[config.mk]
export PLATFORM = sky130hd
export DESIGN_NAME = rsch_mac
export DESIGN_NICKNAME = d
export VERILOG_FILES = /design/src/hw/rtl/ray_sphere_closest_hit_assert.svh /design/src/hw/rtl/rsch_pkg.sv /design/src/hw/rtl/rsch_mac.sv
export SDC_FILE = /design/constraint.sdc
export NUM_CORES = 2
export LEC_CHECK = 0
export BUFFER_PORTS_ARGS = -buffer_cell sky130_fd_sc_hd__buf_2
export CAP_MARGIN = 30
export CELL_PAD_IN_SITES_DETAIL_PLACEMENT = 1
export CELL_PAD_IN_SITES_GLOBAL_PLACEMENT = 1
export CORE_MARGIN = 2
export CORE_UTILIZATION = 44
export CTS_CLUSTER_DIAMETER = 100
export DETAILED_ROUTE_END_ITERATION = 7
export PLACE_DENSITY_LB_ADDON = 0.1
export REMOVE_ABC_BUFFERS = 1
export SYNTH_ARGS = -nofsm -noshare
export SYNTH_HDL_FRONTEND = slang
export SYNTH_SLANG_ARGS = --single-unit
[constraint.sdc]
create_clock -name clk -period 11.3 [get_ports clk]
set_input_delay 1.695 -clock clk [delete_from_list [all_inputs] [get_ports clk]]
set_output_delay 1.695 -clock clk [all_outputs]
set_load 0.03 [all_outputs]
[src/hw/rtl/ray_sphere_closest_hit_assert.svh]
// Assertion macros shared by the ray-sphere closest hit RTL
`ifndef RAY_SPHERE_CLOSEST_HIT_ASSERT_SVH
`define RAY_SPHERE_CLOSEST_HIT_ASSERT_SVH

// Checked on every clock edge outside reset
`define RSCH_ASSERT(lbl, prop, msg) \
  lbl: assert property (@(posedge clk) disable iff (rst) (prop)) else $error(msg);

// Checked on every clock edge, reset included
`define RSCH_ASSERT_ALWAYS(lbl, prop, msg) \
  lbl: assert property (@(posedge clk) (prop)) else $error(msg);

`endif

[src/hw/rtl/rsch_pkg.sv]
// Shared types and constants for the ray-sphere closest hit block
`timescale 1ns / 1ps

package rsch_pkg;

  localparam int FRAC_BITS = 16;   // Q16.16 coordinates
  localparam int MA_W      = 40;   // multiplier wide operand
  localparam int MB_W      = 20;   // multiplier chunk operand
  localparam int P_W       = MA_W + MB_W;
  localparam int ACC_W     = 80;   // accumulator, holds the discriminant
  localparam int X_W       = 74;   // discriminant bits fed to the root
  localparam int ROOT_W    = X_W / 2;
  localparam int REM_W     = ROOT_W + 5;
  localparam int SQ_STEPS  = ROOT_W;
  localparam int T_W       = 42;   // signed root distance
  localparam int STEP_W    = 6;

  // Control of the shared multiply-accumulate unit
  typedef struct packed {
    logic            en;    // add the term into the accumulator
    logic            clr;   // clear the accumulator
    logic [MA_W-1:0] a;
    logic [MB_W-1:0] b;
    logic            neg;   // subtract instead of add
    logic            sh;    // term weighted by 2^MB_W (upper chunk)
  } mac_ctl_t;

endpackage

[src/hw/rtl/rsch_mac.sv]
// Shared multiply-accumulate unit: one 40x20 product per cycle, signed accumulate
`timescale 1ns / 1ps

module rsch_mac
  import rsch_pkg::*;
(
  input  logic                    clk,
  input  mac_ctl_t                ctl,
  output logic signed [ACC_W-1:0] acc,
  output logic signed [ACC_W-1:0] term
);

  logic [P_W-1:0]   prod;
  logic [ACC_W-1:0] ext;
  logic [ACC_W-1:0] shd;

  // product, chunk weight and sign
  always_comb begin
    prod = ctl.a * ctl.b;
    ext  = ACC_W'(prod);
    shd  = ctl.sh ? (ext << MB_W) : ext;
    term = ctl.neg ? -$signed(shd) : $signed(shd);
  end

  // accumulator
  always_ff @(posedge clk) begin
    if (ctl.clr) begin
      acc <= '0;
    end else if (ctl.en) begin
      acc <= acc + term;
    end
  end

endmodule

Word level (Yosys, flattened, before mapping)

Index checks and enable logic that the tools add are counted.

Bits in registers: 80
Input bits: 65
Output and inout port bits: 160

Add/sub/neg operators: 2
Multiply operators: 1
Multiplexer cells: 2

Operators with widths:

| kind             | number |
|---|---|
| $mux W80         | 2 |
| $add A80 B80 Y80 | 1 |
| $neg A80 Y80     | 1 |
| $mul A40 B20 Y60 | 1 |

Depth between registers and ports, before layout

Depth in word-level cells: 5
Gate-level depth with buffers: 47
Gate-level depth less buffers: 44

Worst setup path after synthesis

No wires, ideal clock.

Kind: input -> register
Start point: input port ctl[32] (netlist bit)
End point: register acc[79]
Arrival: 12.658 ns
Path slack: -1.479 ns
Stages on the path: 41
Path buffers: 4
Cells stage by stage: clkbuf_1 -> nand2_1 -> fa_1 -> fa_1 -> fa_1 -> fa_1 -> inv_1 -> fa_1 -> fa_1 -> inv_1 -> fa_1 -> inv_1 -> ha_1 -> buf_6 -> and2_1 -> buf_6 -> and3_4 -> a221oi_4 -> [5 not listed] -> or4_4 -> a2111oi_4 -> nand4_1 -> o31a_1 -> a31oi_1 -> ha_1 -> clkbuf_1 -> inv_1 -> o21bai_1 -> a21o_1 -> or2_2 -> a31oi_1 -> inv_1 -> a311oi_1 -> o21ai_0 -> or2_2 -> mux2_4 -> mux2_4

Longest elaborated chain between the ends: 5

RTL lines:

| item                 | line           | source |
|---|---|---|
| from (decl)          | rsch_mac.sv:8  | `input mac_ctl_t ctl,` |
| $mul A40 B20 Y60 *   | rsch_mac.sv:19 | `prod = ctl.a * ctl.b;` |
| $mux W80 *           | rsch_mac.sv:21 | `shd = ctl.sh ? (ext << MB_W) : ext;` |
| $neg A80 Y80         | rsch_mac.sv:22 | `term = ctl.neg ? -$signed(shd) : $signed(shd);` |
| $mux W80 *           | rsch_mac.sv:22 |  |
| via term[65]         | rsch_mac.sv:10 | `output logic signed [ACC_W-1:0] term` |
| $add A80 B80 Y80 *   | rsch_mac.sv:30 | `acc <= acc + term;` |
| to (signal assigned) | rsch_mac.sv:30 |  |
| to (decl)            | rsch_mac.sv:9  | `output logic signed [ACC_W-1:0] acc,` |

The timed path passes the listed nets; every way through them passes the cells marked *.
A chain may end at the register's enable or synchronous reset.

Worst setup path after layout

Start point: input port ctl[28] (netlist bit)
End point: register acc[79]

Longest elaborated chain between the ends: 5

RTL lines:

| item               | line |
|---|---|
| $mul A40 B20 Y60 * | rsch_mac.sv:19 |
| $mux W80 *         | rsch_mac.sv:21 |
| $neg A80 Y80       | rsch_mac.sv:22 |
| $mux W80 *         | rsch_mac.sv:22 |
| $add A80 B80 Y80 * | rsch_mac.sv:30 |

Mark *: on every way between the ends. The rest lies on a longest branch, timed or not.

==> results.md <==
* Die Ht at 293.4 µm
* Total grt overflow at 0
* Period utilisation layout at 116.0%
* CP max stage cell: fa_2
* Number of routed nets with antenna violations at 0
* Starting density of the core at 44.26%
* Post-CTS Hold Buffers at 0
* Post-synth EDFFs at 0
* Sequential fraction of the synthesis area at 4.345%
* Global-route wire length before repair at 239.0 mm
* Total CTS buffers at 9
* GPL Wtd Cong at 0.9875
* Crit-path most repeated cell: fa_1
* Setup WS pre-CTS at -1.767 ns
* Setup ws final at -1.806 ns
* Via/cell ratio at 5.861
* Max frequency at 76.30 MHz
* Die W at 293.4 µm
* Pre-antenna DRT Iters at 5
* Sinks on Clock Net at 80
* Slew @ Worst Pin at 1.045 ns
* Biggest register: acc
* Hold slack at 0.4861 ns
* Async SR Flop Fraction at 0%
* Final Hold Vio Count at 0
* Failing checks: setup timing
* Clock skew at 0.03224 ns
* Area grow syn2layout at 40.44%
* CP Data Arrival Time at 13.41 ns
* Number of flip-flops in the largest register at 80
* Fillers at 9790
* Rel. slew slack at 29.61%
* Initial antenna violation count at 5
* Core Region at 83290 µm²
* Worst EP required at 11.60 ns
* Vias at 39.89k
* Remaining DRCs at 0
* Status: finished with violations
* Clock Path Buffers at 2
* Commonest non-fill, non-tap cell in the layout: buf_4
* Most frequent cells in the layout: 1101 x buf_4, 697 x inv_1, 658 x fa_1
* Max Cap Viol at 0
* Synth Instances at 4543
* Vias in the first global route at 42.27k
* Max-slew violation count at 0
* Min Clock Period, post-route at 13.11 ns
* Port bufs at 224
* Startpoint types: primary input
* Hold WC Path Type: flip-flop to flip-flop
* Library cells used by synthesis at 97
* CTS tree: done
* H-tree levels at 3
* CTS Root Cell: clkbuf_16
* Netlist area before placement at 36860 µm²
* Nets at 6717
* CP Class: primary input to flip-flop
* Setup TNS at -79.61 ns
* Max stage delay on crit path at 0.57 ns
* Unrepaired setup endpoints after global routing: true
* Setup violators final at 92
* Num rows at 106
* Starting DRT DRC Count at 2791
* Ports at 225
* Syn Area/Cell at 8.114 µm²
* Crit end category: flip-flop
* Synth warnings at 0
* Most used DFF post-synth: dfxtp_1
* Pin count of the biggest net entering global routing at 66
* Largest regs: acc: 80 flops
* Multi-input gate area at 34350 µm²
* Design Area, Final at 51770 µm²
* Worst-path clk slew at 0.09 ns
* Total GRT Usage at 35.63%
* Clock insertion delay at the later pin of the skew report at 0.42 ns
* DP Area at 46400 µm²
* DP HPWL at 125.2 mm
* Die area at 86100 µm²
* Routed wire length at 178.5 mm
* Seq cells post-synth at 80
* FF+latch area at 1602 µm²
* R2R Setup Slk at 6.72 ns
* Layout cells sized above 1 at 33.87%
* Max Fanout on Critical Path at 8
* Wire length per cell at 26.22 µm
-- logic make-up (layout without fill, tap and decap cells) --
group	Yosys count	count (layout)	share of synthesized area (%)
adder cells (fa/ha/maj)	933	933	45.54
other	0	2	0
buffers and inverters	991	2172	10.20
XOR/XNOR	175	175	4.179
multiplexers	82	82	2.291
AND/OR/NAND/NOR	1563	1563	20.45
flip-flops	80	80	4.345
AO/OA/AOI/OAI	719	719	12.99
-- critical path: cells and delay by family --
family	cells	cell delay, ns
adders and majority gates	9	4.21
muxes	2	0.60
AOI/OAI and AO/OA	12	3.14
xor gates and xnor gates	1	0.28
buffers and inverters	10	1.20
and+or+nand+nor	9	2.27
-- what timing repair did --
| action | in CTS | in global routing |
|---|---|---|
| hold endpoints to repair | 0 | 0 |
| pin swaps | 196 | 194 |
| gates cloned | 1 | 1 |
| setup endpoints to repair | 100 | 91 |
| resized for setup | 520 | 330 |
| setup buffers | 104 | 105 |
-- per-stage QoR --
| stage | std cells | util [%] |
|---|---|---|
| 2_1_floorplan | 4267 | - |
| 3_3_place_gp | 6620 | 55.71 |
| 3_5_place_dp | 6620 | 55.71 |
| 4_1_cts | 6727 | 59.52 |
| 5_1_grt | 6805 | 62.15 |
| 6_report | 6806 | 62.15 |
-- cell type report --
cell class                 instances  share of cell area, %
multi-input combinational       3472                  66.36
timing repair buffer            1441                  22.19
inverter                         715                  5.189
sequential                        80                  3.094
tap                             1080                  2.610
clock buffer                       9                 0.4351
clock inverter                     7                 0.1063
antenna                            2               0.009668
-- routing by layer --
metal | vias up | track usage [%] | routed length [µm]
met5 | - | 0 | 13
met4 | 2 | 16.51 | 13440
met3 | 850 | 3.865 | 13800
met2 | 2023 | 62.68 | 86220
met1 | 20290 | 43.77 | 64980
li1 | 16730 | - | -
-- synth_stat cells, types with 12 or more instances --
cell type  number  area share (%)
a21o_1         80             1.6
o211ai_1       24            0.49
o21bai_1       26            0.53
o31ai_1        20            0.41
or3_1          12            0.20
buf_1          14            0.14
nor4_1         14            0.24
nand2_1       677             6.9
and2_1        356             6.0
xnor2_1       120             2.9
a211oi_1       27            0.55
a31o_2         13            0.31
o21a_1         26            0.53
fa_1          681              37
nand2b_1       26            0.44
dfxtp_1        80             4.3
a31oi_1        36            0.61
xor2_1         54             1.3
and3_1         28            0.48
clkbuf_1      250             2.5
a21oi_1       200             2.7
nand3_1        48            0.65
o21ai_0       138             1.9
mux2i_1        69             1.9
ha_1          252             8.6
or2_2          16            0.27
nand4_1        49            0.83
inv_1         713             7.3
nor3_1         41            0.56
nor2_1        226             2.3
nor2b_1        20            0.34
-- final timing paths --
check	startpoint	end	cells past startpoint
setup / recovery	ctl[28]	acc[79]	43
hold / removal	acc[16]	acc[16]	2
setup reg to reg	acc[38]	acc[79]	16
hold reg to reg	acc[16]	acc[16]	2
Power is left out: the tool's default activity adds up to more than one toggle a clock period on the data nets, which glitch-free logic cannot reach.
